## src/hdl/rqsff_pkg.sv

```systemverilog
// Types and codes for the job queue scheduler.
// No dependencies; imported by the top level and its checker.
`timescale 1ns / 1ps

package rqsff_pkg;

  localparam int SIZE_W  = 32;
  localparam int TAG_W   = 16;
  localparam int COUNT_W = 5;

  localparam logic OP_ENQ = 1'b0;
  localparam logic OP_DEQ = 1'b1;

  localparam logic [1:0] ST_DONE  = 2'd0;
  localparam logic [1:0] ST_FULL  = 2'd1;
  localparam logic [1:0] ST_EMPTY = 2'd2;

  localparam logic [1:0] MODE_FIFO  = 2'd0;
  localparam logic [1:0] MODE_SFF   = 2'd1;
  localparam logic [1:0] MODE_GROUP = 2'd2;

  localparam logic [1:0] REG_ORDER_MODE   = 2'd0;
  localparam logic [1:0] REG_GROUP_LENGTH = 2'd1;
  localparam logic [1:0] REG_CAPACITY     = 2'd2;

  typedef struct packed {
    logic [SIZE_W-1:0] size;
    logic [TAG_W-1:0]  tag;
  } entry_t;

  typedef enum logic [3:0] {
    S_IDLE = 4'b0001,
    S_WALK = 4'b0010,
    S_CMP  = 4'b0100,
    S_DEQ  = 4'b1000
  } state_t;

endpackage

```

## src/hdl/request_queue_sff_scheduler.sv

```systemverilog
// Job queue scheduler with FIFO, shortest-first and grouped shortest-first order.
// Depends on rqsff_pkg; entries live in one circular memory with registered read.
//
//   channel  | handshake        | beat
//   ---------+------------------+----------------------------------------
//   command  | start / busy     | opcode, job_size, job_tag
//   result   | done (strobe)    | status, head_tag, head_size, fill_level
//   config   | cfg_write        | cfg_index, cfg_data
//
// Enqueue: a read-compare-write loop on the single-port entry memory walks from
// the tail, moves each larger entry up one place and writes the new entry where
// the scan stops. Dequeue reads the head entry. Refused or empty: done next cycle.
// Reset (rst, synchronous) empties the queue and restores the register defaults.
// done is high for one cycle; the receiver cannot stall it.
`timescale 1ns / 1ps

module request_queue_sff_scheduler #(
  parameter int QUEUE_DEPTH = 16
) (
  input  logic                          clk,
  input  logic                          rst,
  input  logic                          start,
  output logic                          busy,
  input  logic                          opcode,
  input  logic [rqsff_pkg::SIZE_W-1:0]  job_size,
  input  logic [rqsff_pkg::TAG_W-1:0]   job_tag,
  output logic                          done,
  output logic [1:0]                    status,
  output logic [rqsff_pkg::TAG_W-1:0]   head_tag,
  output logic [rqsff_pkg::SIZE_W-1:0]  head_size,
  output logic [rqsff_pkg::COUNT_W-1:0] fill_level,
  input  logic                          cfg_write,
  input  logic [1:0]                    cfg_index,
  input  logic [7:0]                    cfg_data
);
  import rqsff_pkg::*;

  localparam int AW = (QUEUE_DEPTH > 1) ? $clog2(QUEUE_DEPTH) : 1;
  localparam int SW = ((AW > COUNT_W) ? AW : COUNT_W) + 1;
  localparam logic [COUNT_W-1:0] CAP_MAX =
    COUNT_W'((QUEUE_DEPTH > 31) ? 31 : QUEUE_DEPTH);

  state_t               state;
  logic [1:0]           order_mode;
  logic [7:0]           group_length;
  logic [COUNT_W-1:0]   capacity;
  logic [COUNT_W-1:0]   count;
  logic [7:0]           ticket;
  logic [COUNT_W-1:0]   gsi;
  logic [AW-1:0]        head;
  logic [COUNT_W-1:0]   pos;
  logic [COUNT_W-1:0]   lo;
  entry_t               new_entry;
  entry_t               rdata;
  entry_t               mem [QUEUE_DEPTH];

  logic                 accept;
  logic [COUNT_W-1:0]   cap_eff;
  logic [7:0]           gl_eff;
  logic [7:0]           t_cur;
  logic [8:0]           t_inc;
  logic [7:0]           t_adv;
  logic [COUNT_W-1:0]   enq_lo;
  logic                 enq_full;
  logic                 rd_walk;
  logic                 shift_now;
  logic                 ins_now;
  logic                 mem_we;
  logic [AW-1:0]        mem_waddr;
  entry_t               mem_wdata;
  logic                 mem_re;
  logic [AW-1:0]        mem_raddr;

  function automatic logic [AW-1:0] phys(input logic [AW-1:0] base,
                                         input logic [COUNT_W-1:0] l);
    logic [SW-1:0] s;
    s = SW'(base) + SW'(l);
    if (s >= SW'(QUEUE_DEPTH)) s = s - SW'(QUEUE_DEPTH);
    return s[AW-1:0];
  endfunction

  assign busy   = (state != S_IDLE);
  assign accept = start && !busy;

  always_comb begin
    if (capacity == '0) cap_eff = COUNT_W'(1);
    else if (capacity > CAP_MAX) cap_eff = CAP_MAX;
    else cap_eff = capacity;
    gl_eff   = (group_length == 8'd0) ? 8'd1 : group_length;
    t_cur    = (ticket >= gl_eff) ? 8'd0 : ticket;
    t_inc    = {1'b0, t_cur} + 9'd1;
    t_adv    = (t_inc >= {1'b0, gl_eff}) ? 8'd0 : t_inc[7:0];
    enq_full = (count >= cap_eff);
    case (order_mode)
      MODE_SFF: enq_lo = '0;
      MODE_GROUP: begin
        if (count == '0 || t_cur == 8'd0) enq_lo = count;
        else enq_lo = (gsi < count) ? gsi : '0;
      end
      default: enq_lo = count;
    endcase
  end

  always_comb begin
    rd_walk   = (state == S_WALK) && (pos > lo);
    shift_now = (state == S_CMP) && (rdata.size > new_entry.size);
    ins_now   = ((state == S_WALK) && !(pos > lo)) ||
                ((state == S_CMP) && !(rdata.size > new_entry.size));
    mem_we    = shift_now || ins_now;
    mem_waddr = phys(head, pos);
    mem_wdata = shift_now ? rdata : new_entry;
    mem_re    = rd_walk || (accept && opcode == OP_DEQ);
    mem_raddr = rd_walk ? phys(head, pos - COUNT_W'(1)) : head;
  end

  always_ff @(posedge clk) begin
    if (mem_we) mem[mem_waddr] <= mem_wdata;
    if (mem_re) rdata <= mem[mem_raddr];
  end

  always_ff @(posedge clk) begin
    if (rst) begin
      state        <= S_IDLE;
      done         <= 1'b0;
      order_mode   <= MODE_FIFO;
      group_length <= 8'd4;
      capacity     <= COUNT_W'(16);
      count        <= '0;
      ticket       <= '0;
      gsi          <= '0;
      head         <= '0;
    end else begin
      done <= 1'b0;
      if (cfg_write) begin
        case (cfg_index)
          REG_ORDER_MODE:   order_mode   <= cfg_data[1:0];
          REG_GROUP_LENGTH: group_length <= cfg_data;
          REG_CAPACITY:     capacity     <= cfg_data[COUNT_W-1:0];
          default: ;
        endcase
      end
      case (state)
        S_IDLE: begin
          if (accept) begin
            if (opcode == OP_ENQ) begin
              if (enq_full) begin
                done <= 1'b1;
              end else begin
                state <= S_WALK;
                if (order_mode == MODE_GROUP) begin
                  ticket <= t_adv;
                  if (count == '0) gsi <= '0;
                  else if (t_cur == 8'd0) gsi <= count;
                end
              end
            end else begin
              if (count == '0) done <= 1'b1;
              else state <= S_DEQ;
            end
          end
        end
        S_WALK: begin
          if (rd_walk) begin
            state <= S_CMP;
          end else begin
            state <= S_IDLE;
            done  <= 1'b1;
            count <= count + COUNT_W'(1);
          end
        end
        S_CMP: begin
          if (shift_now) begin
            state <= S_WALK;
          end else begin
            state <= S_IDLE;
            done  <= 1'b1;
            count <= count + COUNT_W'(1);
          end
        end
        S_DEQ: begin
          state <= S_IDLE;
          done  <= 1'b1;
          count <= count - COUNT_W'(1);
          head  <= (head == AW'(QUEUE_DEPTH - 1)) ? '0 : head + AW'(1);
          if (count == COUNT_W'(1)) gsi <= '0;
          else if (gsi != '0) gsi <= gsi - COUNT_W'(1);
        end
        default: state <= S_IDLE;
      endcase
    end
  end

  // Beat registers and scan position.
  always_ff @(posedge clk) begin
    if (accept) begin
      new_entry.size <= job_size;
      new_entry.tag  <= job_tag;
      pos            <= count;
      lo             <= enq_lo;
      head_tag       <= '0;
      head_size      <= '0;
      fill_level     <= count;
      if (opcode == OP_ENQ) status <= enq_full ? ST_FULL : ST_DONE;
      else status <= (count == '0) ? ST_EMPTY : ST_DONE;
    end
    if (shift_now) pos <= pos - COUNT_W'(1);
    if (ins_now) fill_level <= count + COUNT_W'(1);
    if (state == S_DEQ) begin
      head_tag   <= rdata.tag;
      head_size  <= rdata.size;
      fill_level <= count - COUNT_W'(1);
    end
  end

endmodule

```

## config.mk

```make
export PLATFORM = sky130hd
export DESIGN_NAME = request_queue_sff_scheduler
export DESIGN_NICKNAME = d
export VERILOG_FILES = /design/src/hdl/rqsff_pkg.sv /design/src/hdl/request_queue_sff_scheduler.sv
export SDC_FILE = /design/constraint.sdc
export NUM_CORES = 1
export LEC_CHECK = 0
export ABC_AREA = 1
export BUFFER_PORTS_ARGS = -buffer_cell sky130_fd_sc_hd__buf_2
export CORE_MARGIN = 2
export CORE_UTILIZATION = 47
export DETAILED_ROUTE_END_ITERATION = 8
export GPL_TIMING_DRIVEN = 0
export SLEW_MARGIN = 0
export SYNTH_ARGS = -nofsm -noshare
export SYNTH_HDL_FRONTEND = slang
export SYNTH_SLANG_ARGS = --single-unit
```

## constraint.sdc

```tcl
create_clock -name clk -period 6.4 [get_ports clk]
set_input_delay 0 -clock clk [delete_from_list [all_inputs] [get_ports clk]]
set_output_delay 0 -clock clk [all_outputs]
set_load 0.05 [all_outputs]
```

* Word level (Yosys, flattened, before mapping) *
Memories as Yosys holds them, arrays and structs flattened. A register that Yosys moved wholly into a read port is not among the register bits.
Index checks and enable logic that the tools add are counted.

storage, ports and cells
  bits in registers = 155
  memory bits (writable) = 768
  input bits = 63
  output and inout port bits = 57
  logic and storage cells = 143
  memories = 1

memory list
  memory  words  bits a word  rd ports  clocked after memory_dff  write ports  line                               RTL
  mem     16     48           1         1                         1            request_queue_sff_scheduler.sv:55  entry_t mem [QUEUE_DEPTH];

cells by class
  add/subtract/negate cells = 10
  order comparisons = 9
  equal/unequal tests = 21
  muxes and demuxes = 52
  bitwise operators = 2
  reductions and logical operators = 31

operator list
  cell                   number
  $mux W5                18
  $mux W32               2
  $mux W48               1
  $gt A32 B32 Y1         1
  $mux W16               2
  $mux W4                8
  $mux W8                3
  $pmux W5 S2            2
  $logic_not A8 Y1       2
  $pmux W5 S3            1
  $sub A5 B1 Y5 const B  3
  $add A4 B5 Y6          2
  $ge A6 B5 Y1 const B   2
  $ne A2 B2 Y1 const B   6
  $ne A3 B3 Y1 const B   4
  $pmux W4 S3            1
  $logic_not A5 Y1       2
  $add A8 B1 Y9 const B  1
  $ge A9 B8 Y1           1
  $mux W1                9
  $eq A4 B4 Y1 const B   2
  $ge A8 B8 Y1           1
  $sub A4 B1 Y4 const B  2
  $reduce_and A7 Y1      1
  other kinds (27)       48

* Longest topological paths before layout *
  word-level depth = 12
  gate-level depth with buffers = 28
  mapped depth without buffers = 28

* Least setup slack after synthesis *
Ideal clock, no wire load.

  path kind = register to register
  start point = register pos[4]
  end point = memory mem[11][0] (netlist name) (enable)
  library setup time = 513 ps
  arrival = 4,757 ps
  data required time = 5,887 ps
  setup slack = 1,130 ps
  cell stages (with the launch flop) = 11
  path buffers = 0
  clock period less this slack = 5,270 ps
  cells stage by stage = edfxtp_1 ha_1 nand2_1 inv_1 nand3_1 nand4_2 nand2_1 nand2_1 nand2_1 nand3_1 nor3_1

between the ends
  word-level cells in the longest chain between the ends = 7
  elaborated cells on any way between the ends = 10
  those cells by class = add/sub (1); order compare (2); mux (3); reduce/logical (4)

RTL lines
  what                                                                   line                                RTL
  start, declared                                                        request_queue_sff_scheduler.sv:51   logic [COUNT_W-1:0] pos;
  start signal, assigned                                                 request_queue_sff_scheduler.sv:198  pos <= count;
  start signal, assigned                                                 request_queue_sff_scheduler.sv:206  if (shift_now) pos <= pos - COUNT_W'(1);
  parallel branches: the longest is 7 deep, another holds $add A4 B5 Y6  -
  end, declared                                                          request_queue_sff_scheduler.sv:55

Several ways; the timed one is not identified.

==> reports/qor.txt <==
Status = finished clean
Skew final = 0.0278 ns
Xor and xnor area share after synthesis = 0.441%
Reg2Reg Setup Slack = 0.97 ns
Initial DRT Pass Iterations = 6
Synth Net Count = 4374
Required time of the critical path = 6.72 ns
Reg2reg end = mem[7][41]$_DFFE_PP_
R2r worst-path depth = 11
Nets = 4762
Area Growth Syn to Fin = 16.7%
Clock sink count = 971
Crit end category = flip-flop
Core Rows = 111
Reg clk slew, reported paths = 0.06 ns
Hold Path Stages = 2
Slew at the pin with the worst max-slew slack = 1.30 ns
DRT iter0 DRCs = 3014
Combinational power share = 3.8%
Hold Path End = new_entry[16]$_DFFE_PP_
Final min period = 5.43 ns
Class of the worst hold path = input port to flip-flop
Main combinational cell family by area after synthesis = simple AND/OR/NAND/NOR gates
Die W = 308 µm
Post-Synth Simple-Gate Area = 19.1%
P_leak = 22.0 nW
Number of synthesized register bits = 971
Compound-gate portion of the synthesized area = 2.07%
CTS buffer count = 106
Min-delay src = job_size[0]
Root Buffer = clkbuf_16
Die ar. = 94900 µm²
Fin crit share = 84.9%
Layout cell share with drive strength beyond 1 = 10.5%
Vias = 30500
Post-synthesis sequential area ratio = 66.2%
Post-synth ARST share = 0%
Clk pwr share = 42.9%
Total congestion overflow = 0
Post-synthesis adder-cell area fraction = 2.34%
Internal = 10.5 mW
Global Route Usage Sum = 26.0%
I/O Buffers = 119
Vias per Instance = 5.18
Power Total = 13.3 mW
DP HPWL = 83300 µm
DRC viols = 0
Post-synthesis mux area share = 0%
Post-synth EDFFs = 929
CTS max path bufs = 3
YS warnings = 0
WL/cell = 20.8 µm
Sw frac = 21.3%
First-pass GRT wire length = 181000 µm
Share of power burned in registers = 53.3%
Vias in the first global route = 28800
Worst-path maximum fanout = 16
Fmax = 0.184 GHz
Count of cell types in the netlist = 42
Startpoint Class = flip-flop
Post-synthesis cell count = 4231
P per Cell Area = 262 nW/µm²
Crit path kind = flip-flop to flip-flop
RSZ-0062 raised after global routing = no
Io pins = 120
Main flop type after synthesis = edfxtp_1
Routed Wire Length = 123000 µm
Largest net degree at the start of global routing = 32
Initial antenna violation count = 4
Final hold viol count = 0
CTS tree = built
Post-Syn Area = 43400 µm²
Setup Buffers After CTS = 0
Slew Viols, Final = 0
Max cap viols = 0
Post_cts resized = 0
Final RePlAce weighted congestion = 0.861
Core Box Area = 91700 µm²
Relative slew slack = 13.0%
FF-to-FF Start = rdata[45]$_DFFE_PP_
Die Ht = 308 µm
Psw = 2.83 mW
H-tree levels = 3
Max IR drop VDD = 189 µV
Final Setup Violations = 0
Routed Antenna Nets = 0
Arrival @ worst endpoint = 5.75 ns
Initial core utilization = 47.4%
Clock Latency Late Sink = 0.68 ns
Avg Cell Area, Syn = 10.3 µm²
Fin Hold WS = 0.0336 ns
==> through the flow <==
step	util, %	cell area (µm²)	cells	worst slack [ns]	setup TNS (ns)
floorplan	-	43400	4231	1.13	0
global placement	49.7	45500	5536	-3.61	-782.63
detailed placement	51.0	46700	5619	0.968	0
CTS	55.3	50700	5881	0.929	0
global route	55.3	50700	5881	0.761	0
finish	55.3	50700	5884	0.969	0
==> per-layer routing <==
metal  track usage, %  share of wire, %  up-vias
met5                0                 0        -
met3             3.59               7.6      259
met1             36.2                43    14500
met4             9.02               3.6        0
met2             42.0                46     1194
li1                 -                 -    14500
==> power by group through the flow <==
stage | Sequential [mW] | Clock [mW] | Combinational (mW)
5_1_grt | 7.08 | 6.01 | 0.559
4_1_cts | 7.08 | 5.78 | 0.509
2_1_floorplan | 7.28 | 0 | 0.205
3_3_place_gp | 7.22 | 0 | 0.427
3_5_place_dp | 7.21 | 0 | 0.471
6_report | 7.08 | 5.70 | 0.506
==> synthesized netlist by cell type, types with 2 or more instances <==
library cell | count | area [µm²]
nand2_1 | 977 | 3670
edfxtp_1 | 929 | 27900
inv_1 | 903 | 3390
nand3_1 | 700 | 3500
nor2_1 | 125 | 469
buf_2 | 114 | 571
o21ai_0 | 94 | 470
ha_1 | 78 | 976
clkbuf_1 | 60 | 225
a21oi_1 | 56 | 280
nand3b_1 | 50 | 375
dfxtp_1 | 42 | 841
nand4_1 | 16 | 100
nor3_1 | 15 | 75.1
xor2_1 | 14 | 123
buf_4 | 11 | 82.6
inv_2 | 6 | 22.5
xnor2_1 | 6 | 52.6
a21o_1 | 3 | 22.5
nor4_1 | 3 | 18.8
o211ai_1 | 3 | 22.5
a22oi_1 | 2 | 15.0
buf_1 | 2 | 7.51
fa_1 | 2 | 40.0
o21a_1 | 2 | 15.0
o32ai_1 | 2 | 17.5
==> state kept, by name, summed over array words and instances (netlist names) <==
name	count
ticket	8
status	2
rdata	48
capacity	5
done	1
head_size	32
new_entry	48
head_tag	16
lo	5
fill_level	5
gsi	5
mem	768
group_length	8
order_mode	2
pos	5
head	4
state	4
count	5
==> worst max-delay path, cell delays in order, from the launching register on <==
cell and delay (ns):
edfxtp_1 0.40, ha_1 0.32, nand2_1 0.12, nor4_1 0.97
inv_1 0.11, nor2_1 0.47, nand4_1 0.21, nand3_2 0.53
buf_2 0.67, buf_2 0.53, nand2_1 0.09, o21ai_1 0.59
==> layout make-up <==
cell class                 count  area, µm²
antenna                        3       7.51
buffer                       188        897
clock buffer                 137       2810
clock inverter                47        363
fill                        7830      41000
inverter                     910       3420
multi-input combinational   2162      10500
sequential                   971      28700
tap                         1186       1480
timing repair buffer         280       2440
==> worst max path at each step <==
stage / from / end
6_report: rdata[45]$_DFFE_PP_ / mem[7][41]$_DFFE_PP_
5_1_grt: rdata[47]$_DFFE_PP_ / mem[3][41]$_DFFE_PP_
4_1_cts: rdata[45]$_DFFE_PP_ / mem[7][41]$_DFFE_PP_
3_5_place_dp: rdata[45]$_DFFE_PP_ / mem[5][41]$_DFFE_PP_
3_3_place_gp: pos[4]$_DFFE_PP_ / mem[15][44]$_DFFE_PP_
2_1_floorplan: pos[4]$_DFFE_PP_ / mem[11][0]$_DFFE_PP_
==> repair_timing <==
action | 4_1_cts | 5_1_grt
setup endpoints to repair | 0 | 0
endpoints found under the hold margin | 89 | 0
hold buffers | 78 | 0
==> cells in the final DEF, fill, tap and decap left out, drive strengths merged, types with 2 or more instances in the layout <==
cell | Yosys | final
nand2 | 977 | 977
edfxtp | 929 | 929
inv | 909 | 911
nand3 | 702 | 702
buf | 128 | 330
clkbuf | 60 | 197
nor2 | 126 | 126
o21ai | 96 | 96
ha | 78 | 78
dlygate4sd3 | 0 | 78
a21oi | 56 | 56
nand3b | 50 | 50
dfxtp | 42 | 42
clkinv | 1 | 40
nand4 | 17 | 17
nor3 | 16 | 16
xor2 | 14 | 14
xnor2 | 7 | 7
bufinv | 0 | 5
diode | 0 | 3
a21o | 3 | 3
nor4 | 3 | 3
o211ai | 3 | 3
o21a | 2 | 2
a22oi | 2 | 2
o32ai | 2 | 2
fa | 2 | 2
==> kinds of logic after synthesis <==
kind of cell | Yosys count
and+or+nand+nor | 1892
buffers and inverters | 1098
DFF | 971
AOI/OAI and AO/OA | 169
adders and majority gates | 80
xor gates and xnor gates | 21
No activity file was read; power rests on OpenSTA's default activity.
